[src/rtl/lsiq_pkg.sv]
// lsiq_pkg: shared constants, codes and types of the lockstep input queue.
// No dependencies; imported by every rtl module of the block.

package lsiq_pkg;

	// default sizing, handed down from the top level parameters
	localparam int DEF_NUM_QUEUES = 2;
	localparam int DEF_RING_SLOTS = 32;
	localparam int DEF_LEAD_LIMIT = 4;

	localparam int DATA_W       = 32;
	localparam int PRIMED_SLOTS = 4;

	localparam logic [31:0] TICK_RESET   = 32'hFFFF_FFFF;
	localparam logic [31:0] TICK_RESTART = 32'd3;

	// operation codes
	localparam logic [1:0] OP_PUT     = 2'd0;
	localparam logic [1:0] OP_ADVANCE = 2'd1;
	localparam logic [1:0] OP_RESTART = 2'd2;

	// link modes
	localparam logic [1:0] MODE_LOCAL  = 2'd0;
	localparam logic [1:0] MODE_LINKED = 2'd1;

	// configuration register indexes
	localparam logic [1:0] REG_COMM_MODE      = 2'd0;
	localparam logic [1:0] REG_ACTIVE_PLAYERS = 2'd1;

	typedef enum logic [2:0] {
		ST_IDLE,
		ST_PUT,
		ST_ADV_RD,
		ST_ADV_EMIT,
		ST_MISC
	} state_t;

	// one result item as handed from the controller to the output register
	typedef struct packed {
		logic              accepted;
		logic              player;
		logic [DATA_W-1:0] data;
		logic [31:0]       tick;
		logic              last;
	} result_t;

endpackage

[src/rtl/lsiq_slot_ram.sv]
// lsiq_slot_ram: single-port slot data memory, registered read.
// Depends on lsiq_pkg for the data width.

module lsiq_slot_ram
	import lsiq_pkg::*;
#(
	parameter int ADDR_W = 6
) (
	input  logic              clk,
	input  logic              we,
	input  logic              re,
	input  logic [ADDR_W-1:0] addr,
	input  logic [DATA_W-1:0] wdata,
	output logic [DATA_W-1:0] rdata
);

	logic [DATA_W-1:0] mem [2**ADDR_W];
	logic [DATA_W-1:0] rdata_q;

	always_ff @(posedge clk) begin
		if (we) begin
			mem[addr] <= wdata;
		end
	end

	// read data holds until the next read
	always_ff @(posedge clk) begin
		if (re) begin
			rdata_q <= mem[addr];
		end
	end

	assign rdata = rdata_q;

endmodule

[src/rtl/lsiq_ctrl.sv]
// lsiq_ctrl: sequencer, slot valid bits, ring pointers, ticker and config registers.
// Depends on lsiq_pkg; drives the port of lsiq_slot_ram.

module lsiq_ctrl
	import lsiq_pkg::*;
#(
	parameter int NUM_QUEUES = DEF_NUM_QUEUES,
	parameter int RING_SLOTS = DEF_RING_SLOTS,
	parameter int LEAD_LIMIT = DEF_LEAD_LIMIT,
	parameter int QUEUE_W    = 1,
	parameter int SLOT_W     = 5
) (
	input  logic                      clk,
	input  logic                      arst_n,
	input  logic                      in_valid,
	output logic                      in_stall,
	input  logic [1:0]                operation,
	input  logic                      player,
	input  logic [4:0]                time_slot,
	input  logic [DATA_W-1:0]         in_data,
	input  logic                      cfg_valid,
	input  logic [1:0]                cfg_index,
	input  logic [1:0]                cfg_data,
	input  logic                      out_free,
	output logic                      emit,
	output result_t                   res,
	output logic                      ram_we,
	output logic                      ram_re,
	output logic [QUEUE_W+SLOT_W-1:0] ram_addr,
	output logic [DATA_W-1:0]         ram_wdata,
	input  logic [DATA_W-1:0]         ram_rdata
);

	localparam int ADDR_W = QUEUE_W + SLOT_W;
	localparam int DEPTH  = 2**ADDR_W;

	state_t state_q, state_d;

	// captured item
	logic [1:0]        op_q;
	logic              player_q;
	logic [SLOT_W-1:0] slot_q;
	logic [DATA_W-1:0] data_q;

	// queue state
	logic [DEPTH-1:0]  valid_q;
	logic [DEPTH-1:0]  written_q;
	logic [SLOT_W-1:0] tail_idx_q [2];
	logic [31:0]       tail0_q;
	logic [31:0]       head_q;
	logic [31:0]       ticker_q;
	logic [QUEUE_W-1:0] adv_q_q;

	logic [1:0] comm_mode_q;
	logic [1:0] active_q;

	logic [4:0]        ts_red;
	logic [ADDR_W-1:0] put_addr;
	logic [ADDR_W-1:0] adv_addr;
	logic [1:0]        n_eff;
	logic              blocked;
	logic              put_allowed;
	logic              tick_inc;
	logic              adv_last;
	logic              put_ok;
	logic              adv_clear;
	logic              adv_done;
	logic              restart_do;

	// time slot modulo ring size: at most three subtractions for a 5-bit value
	always_comb begin
		ts_red = time_slot;
		for (int i = 0; i < 3; i++) begin
			if (int'(ts_red) >= RING_SLOTS) begin
				ts_red = ts_red - 5'(RING_SLOTS);
			end
		end
	end

	assign put_addr = {QUEUE_W'(player_q), tail_idx_q[player_q]};
	assign adv_addr = {adv_q_q, slot_q};
	assign n_eff    = (int'(active_q) < NUM_QUEUES) ? active_q : 2'(NUM_QUEUES);
	assign adv_last = ((2'(adv_q_q) + 2'd1) == n_eff);

	// lead check: signed compare of tail against head plus lead limit
	assign blocked = !player_q
		&& (comm_mode_q == MODE_LOCAL || comm_mode_q == MODE_LINKED)
		&& ($signed(tail0_q) >= $signed(head_q + 32'(LEAD_LIMIT)));

	assign put_allowed = (int'(player_q) < NUM_QUEUES) && !blocked && !valid_q[put_addr];

	assign tick_inc = ((comm_mode_q == MODE_LOCAL) && (active_q < 2'd2 || player_q))
		|| ((comm_mode_q == MODE_LINKED) && player_q);

	always_ff @(posedge clk or negedge arst_n) begin
		if (!arst_n) begin
			state_q <= ST_IDLE;
		end else begin
			state_q <= state_d;
		end
	end

	always_comb begin
		state_d    = state_q;
		in_stall   = (state_q != ST_IDLE);
		emit       = 1'b0;
		res        = '0;
		res.tick   = ticker_q;
		ram_we     = 1'b0;
		ram_re     = 1'b0;
		ram_addr   = put_addr;
		ram_wdata  = data_q;
		put_ok     = 1'b0;
		adv_clear  = 1'b0;
		adv_done   = 1'b0;
		restart_do = 1'b0;
		case (state_q)
			ST_IDLE: begin
				if (in_valid) begin
					case (operation)
						OP_PUT:     state_d = ST_PUT;
						OP_ADVANCE: state_d = ST_ADV_RD;
						default:    state_d = ST_MISC;
					endcase
				end
			end
			ST_PUT: begin
				if (out_free) begin
					emit         = 1'b1;
					put_ok       = put_allowed;
					ram_we       = put_allowed;
					res.accepted = put_allowed;
					res.player   = player_q;
					res.last     = 1'b1;
					res.tick     = (put_allowed && tick_inc) ? ticker_q + 32'd1 : ticker_q;
					state_d      = ST_IDLE;
				end
			end
			ST_ADV_RD: begin
				if (n_eff == 2'd0) begin
					adv_done = 1'b1;
					state_d  = ST_IDLE;
				end else begin
					ram_re   = 1'b1;
					ram_addr = adv_addr;
					state_d  = ST_ADV_EMIT;
				end
			end
			ST_ADV_EMIT: begin
				ram_addr = adv_addr;
				if (out_free) begin
					emit       = 1'b1;
					adv_clear  = 1'b1;
					res.player = adv_q_q[0];
					// slots never written since reset or restart read as zero
					res.data   = written_q[adv_addr] ? ram_rdata : '0;
					res.last   = adv_last;
					if (adv_last) begin
						adv_done = 1'b1;
						state_d  = ST_IDLE;
					end else begin
						state_d  = ST_ADV_RD;
					end
				end
			end
			ST_MISC: begin
				if (out_free) begin
					emit       = 1'b1;
					restart_do = (op_q == OP_RESTART);
					res.tick   = (op_q == OP_RESTART) ? TICK_RESTART : ticker_q;
					res.last   = 1'b1;
					state_d    = ST_IDLE;
				end
			end
			default: begin
				state_d = ST_IDLE;
			end
		endcase
	end

	// captured item, no reset needed
	always_ff @(posedge clk) begin
		if (in_valid && !in_stall) begin
			op_q     <= operation;
			player_q <= player;
			slot_q   <= SLOT_W'(ts_red);
			data_q   <= in_data;
		end
	end

	always_ff @(posedge clk or negedge arst_n) begin
		if (!arst_n) begin
			comm_mode_q <= 2'd0;
			active_q    <= 2'd1;
		end else if (cfg_valid) begin
			case (cfg_index)
				REG_COMM_MODE:      comm_mode_q <= cfg_data;
				REG_ACTIVE_PLAYERS: active_q    <= cfg_data;
				default:            ;
			endcase
		end
	end

	always_ff @(posedge clk or negedge arst_n) begin
		if (!arst_n) begin
			valid_q       <= '0;
			written_q     <= '0;
			tail_idx_q[0] <= '0;
			tail_idx_q[1] <= '0;
			tail0_q       <= '0;
			head_q        <= '0;
			ticker_q      <= TICK_RESET;
			adv_q_q       <= '0;
		end else begin
			if (in_valid && !in_stall) begin
				adv_q_q <= '0;
			end
			if (put_ok) begin
				valid_q[put_addr]    <= 1'b1;
				written_q[put_addr]  <= 1'b1;
				tail_idx_q[player_q] <= (int'(tail_idx_q[player_q]) == RING_SLOTS - 1)
					? '0 : tail_idx_q[player_q] + SLOT_W'(1);
				if (!player_q) begin
					tail0_q <= tail0_q + 32'd1;
				end
				if (tick_inc) begin
					ticker_q <= ticker_q + 32'd1;
				end
			end
			if (adv_clear) begin
				valid_q[adv_addr] <= 1'b0;
				if (!adv_last) begin
					adv_q_q <= adv_q_q + QUEUE_W'(1);
				end
			end
			if (adv_done) begin
				head_q <= head_q + 32'd1;
			end
			if (restart_do) begin
				for (int a = 0; a < DEPTH; a++) begin
					valid_q[a] <= ((a % (2**SLOT_W)) < PRIMED_SLOTS);
				end
				written_q     <= '0;
				tail_idx_q[0] <= SLOT_W'(PRIMED_SLOTS);
				tail_idx_q[1] <= SLOT_W'(PRIMED_SLOTS);
				tail0_q       <= 32'(PRIMED_SLOTS);
				head_q        <= '0;
				ticker_q      <= TICK_RESTART;
			end
		end
	end

endmodule

[src/rtl/lockstep_input_queue.sv]
// lockstep_input_queue: per-player input rings; uses lsiq_pkg, lsiq_ctrl, lsiq_slot_ram.
// Put, restart, unused op: captured from idle, result emitted from the ST_PUT or ST_MISC state.
// Advance: ST_ADV_RD reads and ST_ADV_EMIT emits the slot of each active player in turn; no result with none.
// Output stalls hold the sequencer; one item at a time, paced by the single-port slot memory.
// A result waits in the output register while the next item is taken.
// Reset: valid bits and write marks cleared at once, pointers zero, ticker all ones; no sweep.

module lockstep_input_queue
	import lsiq_pkg::*;
#(
	parameter int NUM_QUEUES = DEF_NUM_QUEUES,
	parameter int RING_SLOTS = DEF_RING_SLOTS,
	parameter int LEAD_LIMIT = DEF_LEAD_LIMIT
) (
	input  logic               clk,
	input  logic               arst_n,
	// input channel
	input  logic               in_valid,
	output logic               in_stall,
	input  logic [1:0]         operation,
	input  logic               player,
	input  logic [4:0]         time_slot,
	input  logic [7:0]         steering,
	input  logic [7:0]         gas,
	input  logic [7:0]         brake,
	input  logic [7:0]         button_flags,
	// configuration write channel
	input  logic               cfg_valid,
	output logic               cfg_ready,
	input  logic [1:0]         cfg_index,
	input  logic [1:0]         cfg_data,
	// result channel
	output logic               out_valid,
	input  logic               out_stall,
	output logic               accepted,
	output logic               out_player,
	output logic [7:0]         cur_steering,
	output logic [7:0]         cur_gas,
	output logic [7:0]         cur_brake,
	output logic [7:0]         cur_flags,
	output logic signed [31:0] tick_count,
	output logic               last
);

	// queue index needs at least one bit even with a single queue
	localparam int QUEUE_W = (NUM_QUEUES > 1) ? $clog2(NUM_QUEUES) : 1;
	localparam int SLOT_W  = $clog2(RING_SLOTS);
	localparam int ADDR_W  = QUEUE_W + SLOT_W;

	logic              emit;
	result_t           res;
	result_t           res_q;
	logic              out_valid_q;
	logic              out_free;
	logic              ram_we;
	logic              ram_re;
	logic [ADDR_W-1:0] ram_addr;
	logic [DATA_W-1:0] ram_wdata;
	logic [DATA_W-1:0] ram_rdata;
	logic [DATA_W-1:0] in_data;

	// stored word: steering in the low byte, flags in the high byte
	assign in_data = {button_flags, brake, gas, steering};

	// registers are always writable
	assign cfg_ready = 1'b1;

	// output register is free when empty or its transfer completes this cycle
	assign out_free = !out_valid_q || !out_stall;

	lsiq_ctrl #(
		.NUM_QUEUES (NUM_QUEUES),
		.RING_SLOTS (RING_SLOTS),
		.LEAD_LIMIT (LEAD_LIMIT),
		.QUEUE_W    (QUEUE_W),
		.SLOT_W     (SLOT_W)
	) u_ctrl (
		.clk       (clk),
		.arst_n    (arst_n),
		.in_valid  (in_valid),
		.in_stall  (in_stall),
		.operation (operation),
		.player    (player),
		.time_slot (time_slot),
		.in_data   (in_data),
		.cfg_valid (cfg_valid),
		.cfg_index (cfg_index),
		.cfg_data  (cfg_data),
		.out_free  (out_free),
		.emit      (emit),
		.res       (res),
		.ram_we    (ram_we),
		.ram_re    (ram_re),
		.ram_addr  (ram_addr),
		.ram_wdata (ram_wdata),
		.ram_rdata (ram_rdata)
	);

	lsiq_slot_ram #(
		.ADDR_W (ADDR_W)
	) u_ram (
		.clk   (clk),
		.we    (ram_we),
		.re    (ram_re),
		.addr  (ram_addr),
		.wdata (ram_wdata),
		.rdata (ram_rdata)
	);

	always_ff @(posedge clk or negedge arst_n) begin
		if (!arst_n) begin
			out_valid_q <= 1'b0;
		end else if (emit) begin
			out_valid_q <= 1'b1;
		end else if (!out_stall) begin
			out_valid_q <= 1'b0;
		end
	end

	always_ff @(posedge clk) begin
		if (emit) begin
			res_q <= res;
		end
	end

	assign out_valid    = out_valid_q;
	assign accepted     = res_q.accepted;
	assign out_player   = res_q.player;
	assign cur_steering = res_q.data[7:0];
	assign cur_gas      = res_q.data[15:8];
	assign cur_brake    = res_q.data[23:16];
	assign cur_flags    = res_q.data[31:24];
	assign tick_count   = $signed(res_q.tick);
	assign last         = res_q.last;

endmodule
[config.mk]
export PLATFORM = sky130hd
export DESIGN_NAME = lockstep_input_queue
export DESIGN_NICKNAME = d
export VERILOG_FILES = /design/src/rtl/lsiq_pkg.sv /design/src/rtl/lsiq_slot_ram.sv /design/src/rtl/lsiq_ctrl.sv /design/src/rtl/lockstep_input_queue.sv
export SDC_FILE = /design/constraint.sdc
export NUM_CORES = 2
export LEC_CHECK = 0
export BUFFER_PORTS_ARGS = -buffer_cell sky130_fd_sc_hd__buf_2
export CAP_MARGIN = 40
export CORE_ASPECT_RATIO = 0.7
export CORE_MARGIN = 10
export CORE_UTILIZATION = 56
export DETAILED_ROUTE_END_ITERATION = 10
export GPL_ROUTABILITY_DRIVEN = 1
export PLACE_DENSITY = 0.75
export SLEW_MARGIN = 0
export SYNTH_ARGS = -nofsm -noshare
export SYNTH_HDL_FRONTEND = slang
export SYNTH_SLANG_ARGS = --single-unit
[constraint.sdc]
create_clock -name clk -period 7.32 [get_ports clk]
set_clock_uncertainty 0.1 [all_clocks]
set_input_delay 1.464 -clock clk [delete_from_list [all_inputs] [get_ports clk]]
set_output_delay 1.464 -clock clk [all_outputs]
set_load 0.02 [all_outputs]
# After elaboration in Yosys (flattened, before gate mapping)
# Memories as Yosys holds them, arrays and structs flattened. A register that Yosys moved wholly into a read port is not among the register bits.
# Index checks and enable logic that the tools add are counted.
# classes
addsub	7
bitwise_logic	5
order_cmp	9
n_reduce_logical	38
n_mux	71
n_eq_ne	15
# op_table
operator	n
32-bit two-way mux	11
64-bit two-way mux	5
64-bit bitwise OR	2
33-bit two-way mux	3
32-bit by 1-bit adder with 32-bit output, second input constant	3
64-bit bitwise AND	1
64-bit inverter	1
32-bit case mux with 2 select lines	1
32-bit by 3-bit adder with 32-bit output, second input constant	1
32-bit greater-or-equal comparator	1
1-bit two-way mux	25
5-bit two-way mux	5
10-bit two-way mux	2
6-bit by 7-bit less-than comparator with 1-bit output, second input constant	2
1-bit binary-select mux with 6-bit select	2
1-bit demux with 6-bit select	2
6-bit by 1-bit greater-or-equal comparator with 1-bit output, second input constant	2
3-bit case mux with 4 select lines	1
6-bit case mux with 2 select lines	1
10-bit bitwise mux	1
1-bit logical AND	10
2-bit AND reduction	5
3-bit two-way mux	3
2-bit zero test	4
other kinds (30)	51
# word_totals
out_inout_bits	70
mem_bits_rw	2048
mem_count	1
word_cells	167
in_bits	49
register_bits	350
# memory_table
name	depth	word_bits	read_ports	rd_clocked_by_memory_dff	wr	line_no	source
u_ram.mem	64	32	1	1	1	lsiq_slot_ram.sv:17	logic [DATA_W-1:0] mem [2**ADDR_W];

# Depth between registers and ports, before layout
# logic_depth
word_depth	14
depth_mapped	21
ltp_nobuf	19

# Hierarchy
# From an unflattened synthesis, not the netlist that was laid out.
# hier_totals
hier_cells	5970
hier_area_um2	97171.9
# by_module_without_submodules
mod	seq_area_each_um2	cells_per_inst	instances	area_each_um2
lsiq_slot_ram	62459.9	4239	1	79248.5
lsiq_ctrl	7298.2	1659	1	15864.0
lockstep_input_queue	2037.0	72	1	2059.5

# Worst setup path before layout
# No wires, ideal clock.
# synth_path
path_kind	register -> register
start	register u_ctrl.head_q[3]
end	register u_ctrl.valid_q[7]
path_slack_ps	-203
n_path_buf	0
period_less_slack_ps	7523
t_arrival_ps	7344
path_stages_with_launch	20
setup_ps	79
cell_sequence	dfrtp_1 ha_1 inv_1 nor4_1 and2_1 nand2_1 nor2_1 and2_1 nand3_1 xor2_1 ha_1 nand4_1 nor4_1 nor2_1 nor2_1 a211oi_1 o21bai_1 nand3_1 nor4_1 o221a_2
# synth_via
elab_chain_cells	11
# synth_rtl
element	line_no	source
from (decl)	lsiq_ctrl.sv:50	logic [31:0] head_q;
from (signal assigned)	lsiq_ctrl.sv:237	head_q <= head_q + 32'd1;
32-bit by 3-bit adder with 32-bit output *	lsiq_ctrl.sv:88	&& ($signed(tail0_q) >= $signed(head_q + 32'(LEAD_LIMIT)));
32-bit greater-or-equal comparator *	lsiq_ctrl.sv:88	
1-bit logical AND *	lsiq_ctrl.sv:88	
1-bit zero test *	lsiq_ctrl.sv:90	assign put_allowed = (int'(player_q) < NUM_QUEUES) && !blocked && !valid_q[put_addr];
1-bit logical AND *	lsiq_ctrl.sv:90	
1-bit two-way mux *	lsiq_ctrl.sv:128	if (out_free) begin
1-bit two-way mux *	lsiq_ctrl.sv:117	case (state_q)
64-bit two-way mux *	lsiq_ctrl.sv:218	if (put_ok) begin
64-bit bitwise AND (no source line)	n/a	
64-bit two-way mux *	lsiq_ctrl.sv:230	if (adv_clear) begin
64-bit two-way mux *	lsiq_ctrl.sv:239	if (restart_do) begin
to (signal, indexed assignment)	lsiq_ctrl.sv:241	valid_q[a] <= ((a % (2**SLOT_W)) < PRIMED_SLOTS);
to (decl)	lsiq_ctrl.sv:46	logic [DEPTH-1:0] valid_q;
# Mark *: on every way between the ends. The rest lies on a longest branch, timed or not.
# A chain may end at the register's enable or synchronous reset.

# Worst setup path in the final report
# layout_path
start	register u_ctrl.head_q[2]
end	memory u_ram.mem[29][16] (enable)
# layout_via
elab_chain_cells	9
# layout_rtl
element	line_no	source
32-bit by 3-bit adder with 32-bit output	lsiq_ctrl.sv:88	
32-bit greater-or-equal comparator	lsiq_ctrl.sv:88	
1-bit logical AND	lsiq_ctrl.sv:88	
1-bit zero test	lsiq_ctrl.sv:90	
1-bit logical AND	lsiq_ctrl.sv:90	
1-bit two-way mux	lsiq_ctrl.sv:128	
1-bit two-way mux	lsiq_ctrl.sv:117	
1-bit two-way mux	lsiq_slot_ram.sv:21	if (we) begin
1-bit two-way mux (not written as such)	lsiq_slot_ram.sv:22	mem[addr] <= wdata;
to (decl)	lsiq_slot_ram.sv:17	
# Every way passes these cells.

==> summary.txt <==
share of the synthesized area in the top cell type = 0.713
register area share after synthesis = 0.780
Pwr Total = 36.4 mW
post-DP HPWL = 160000 um
nets@finish = 5818
# fillers = 11000
CP dominant cell by count = nor2_1
postcts setup bufs = 0
Cell Int Power = 24.6 mW
setup TNS = 0 ns
routed vias/inst = 7.06
CP max-delay cell = or2_2
largest net degree at the start of global routing = 128
row count = 124
Critical Path Sink Type = register
initial antenna violation count = 20
Sw Share = 0.324
GR Overflow Total = 0
post-synthesis xor/xnor area fraction = 0.00609
Num CTS Buffers = 209
clock slew at reported path FFs = 0.07 ns
Reg power frac = 0.447
Sink Count = 2430
TritonCTS clock tree = built
Syn. warnings = 0
worst slew pin tran = 1.03 ns
Setup Viol. Count Final = 0
Critical Path Max Stage Delay = 0.72 ns
VDD IR-drop max = 0.344 mV
Post-Synth Adder-Cell Area = 0.00516
post-synthesis cell area = 92100 um^2
dpl cells = 7709
CP Max Fanout = 26
unrepaired setup endpoints after global routing = no
die width = 505 um
DRT antenna net count = 0
final hold violation count = 0
H-tree levels = 4
NetSw = 11.8 mW
CP Class = reg2reg
Synth Area in Compound Gates = 0.134
GPL Wtd Cong = 0.951
clock buffer depth = 3
async set-reset flop share out of synthesis = 0.100
final std cells w/o fill = 8124
multiplexer share of the synthesized area = 0.00784
P&R area growth vs syn = 12.9%
min cycle time layout = 6.47 ns
period utilization = 0.884
startpoint class of the critical path = register
Hold-fix buffers, CTS = 0
Pleak = 33.6 nW
Max Fclk = 155 MHz
final wirelength = 272000 um
post-CTS sizing = 0
vias in the first global route = 53600
CP required = 7.78 ns
cell accounting for the most synthesized area = edfxtp_1
Port Buf Inserts = 117
DR pass1 iterations = 8
total track usage = 0.289
pwr/cell area = 350 nW/um^2
Clock power frac = 0.315
fin. max-slew vios = 0
hold crit path type = reg2reg
worst skew pair latency = 0.87 ns
Cell variety after synth = 85
largest cells by area after synthesis = edfxtp_1 71%, a22oi_1 6.2%, dfrtp_1 5.7%
Die Y = 359 um
CP Cell Sequence = ha_1, inv_1, nor4_1, and2_1, nand2_1, nor2_1, and2_1, nand3_1, xor2_1, ha_1, nand4_1, nor4_1, nor2_1, nor2_1, a211oi_1, o21bai_1, nand3_4, or2_2, nor2_4, buf_16
area share of and/or/nand/nor cells after synthesis = 0.0509
First DRT Iteration DRCs = 10500
power share of the combinational group = 0.239
Primary FF master, synth = edfxtp_1
post-DR wirelength/cell = 33.4 um
share of post-route cells with drive strength above 1 = 0.154
status = complete, no violations
Initial Utilization = 0.564
DRC = 0
relative slew slack = 0.310
Yosys reg bits = 2430
Max Cap Viol = 0
Synth Instances = 5513
Synth Area per Inst = 16.7 um^2
global-route wire length before repair = 387000 um
die area = 181000 um^2
largest family of logic cells by synthesized area = compound AO/OA/AOI/OAI gates
Worst Path Arrival = 6.93 ns
Core Area = 163000 um^2
Post-synth EDFFs = 2187
Root Driver = clkbuf_16
routed vias = 57400
Mapped Nets = 5600
I/O pin count = 119
[area by class of cell]
type / instances / area, um^2 / area share
clock inverters: 156 / 1640 / 0.0158
diodes: 7 / 17.5 / 0.000169
repair buffers: 365 / 2950 / 0.0284
clock buffers: 236 / 5400 / 0.0519
inverters: 28 / 105 / 0.00101
well taps: 2205 / 2760 / 0.0265
flip-flops and latches: 2430 / 71800 / 0.691
multi-input cells: 2697 / 19300 / 0.185
[final timing paths]
check,endpoint,slack [ns],from,cells past startpoint
min in group asynchronous,u_ctrl.head_q[27],0.56,arst_n,1
setup reg to reg,u_ram.mem[29][16],0.85,u_ctrl.head_q[2],20
hold reg to reg,u_ctrl.written_q[7],0.38,u_ctrl.written_q[7],1
hold / removal,u_ctrl.written_q[7],0.38,u_ctrl.written_q[7],1
setup / recovery,u_ram.mem[29][16],0.85,u_ctrl.head_q[2],20
max in group asynchronous,out_valid,5.38,arst_n,2
[cells in the mapped netlist (all sizes together) (55+ instances only)]
cell and count:
a21oi 193, a221oi 136, a22o 140, a22oi 762, a31oi 142, clkbuf 312
dfrtp 210, edfxtp 2187, nand2 135, nand3 97, nand4 188, nor2 130
nor3 108, o21ai 55, o221a 56
[placed cells by master (no fill, tap or decap), drive strengths merged, types with 46 or more instances in the layout]
cell type | synthesis | final
edfxtp | 2187 | 2187
a22oi | 762 | 762
buf | 46 | 361
clkbuf | 312 | 240
dfrtp | 210 | 210
a21oi | 193 | 193
nand4 | 188 | 188
a31oi | 142 | 142
a22o | 140 | 140
a221oi | 136 | 136
nand2 | 135 | 135
nor2 | 130 | 130
nor3 | 108 | 108
clkinv | 1 | 104
nand3 | 97 | 97
o221a | 56 | 56
o21ai | 55 | 55
o21a | 50 | 50
and2 | 46 | 46
[stage by stage]
stage	instance area (um^2)	util	hold slack (ns)	setup slack [ns]
after CTS	104000	0.635	0.381	0.984
after floorplan	92100	-	0.338	0.506
after detailed placement	96800	0.592	0.365	1.02
after global routing	104000	0.636	0.398	0.472
after global placement	96300	0.589	0.357	0.875
final	104000	0.636	0.378	0.852
[worst max-delay path, delay by kind of cell, from the launching register on]
kind	cells	cell delay, ns
XOR/XNOR	1	0.16
adder cells (fa/ha/maj)	2	0.59
buffers and inverters	2	0.34
flip-flops	1	0.49
AO/OA/AOI/OAI	2	0.41
AND/OR/NAND/NOR	13	4.04
[power by group through the flow]
stage / combinational [mW] / sequential, mW / clock (mW)
after detailed placement: 8.22 / 16.5 / 0
after global routing: 8.89 / 16.3 / 12.0
after floorplan: 3.86 / 16.9 / 0
after global placement: 7.97 / 16.5 / 0
final: 8.68 / 16.3 / 11.4
after CTS: 8.29 / 16.3 / 11.5
[metal layers]
layer / global-route usage / wire, um / vias up
met4: 0.105 / 10900 / 16
met5: 0 / 117 / -
met2: 0.405 / 115000 / 4820
li1: - / - / 23300
met1: 0.411 / 99700 / 28600
met3: 0.111 / 45500 / 643
[sequential cells by signal (all words and copies together) (netlist names), 2 cells and up]
| register | count |
|---|---|
| cur_brake | 8 |
| cur_flags | 8 |
| cur_gas | 8 |
| cur_steering | 8 |
| tick_count | 32 |
| u_ctrl.active_q | 2 |
| u_ctrl.comm_mode_q | 2 |
| u_ctrl.head_q | 32 |
| u_ctrl.op_q | 2 |
| u_ctrl.ram_wdata | 32 |
| u_ctrl.slot_q | 5 |
| u_ctrl.state_q | 3 |
| u_ctrl.tail0_q | 32 |
| u_ctrl.tail_idx_q | 10 |
| u_ctrl.ticker_q | 32 |
| u_ctrl.valid_q | 64 |
| u_ctrl.written_q | 64 |
| u_ram.mem | 2048 |
| u_ram.rdata | 32 |
[cells by family after synthesis]
group,count (synthesis)
flip-flops,2430
AO/OA/AOI/OAI,1664
AND/OR/NAND/NOR,877
buffers and inverters,386
XOR/XNOR,64
multiplexers,53
adder cells (fa/ha/maj),38
other,1
Note: power is estimated with default switching activity, not from simulation.
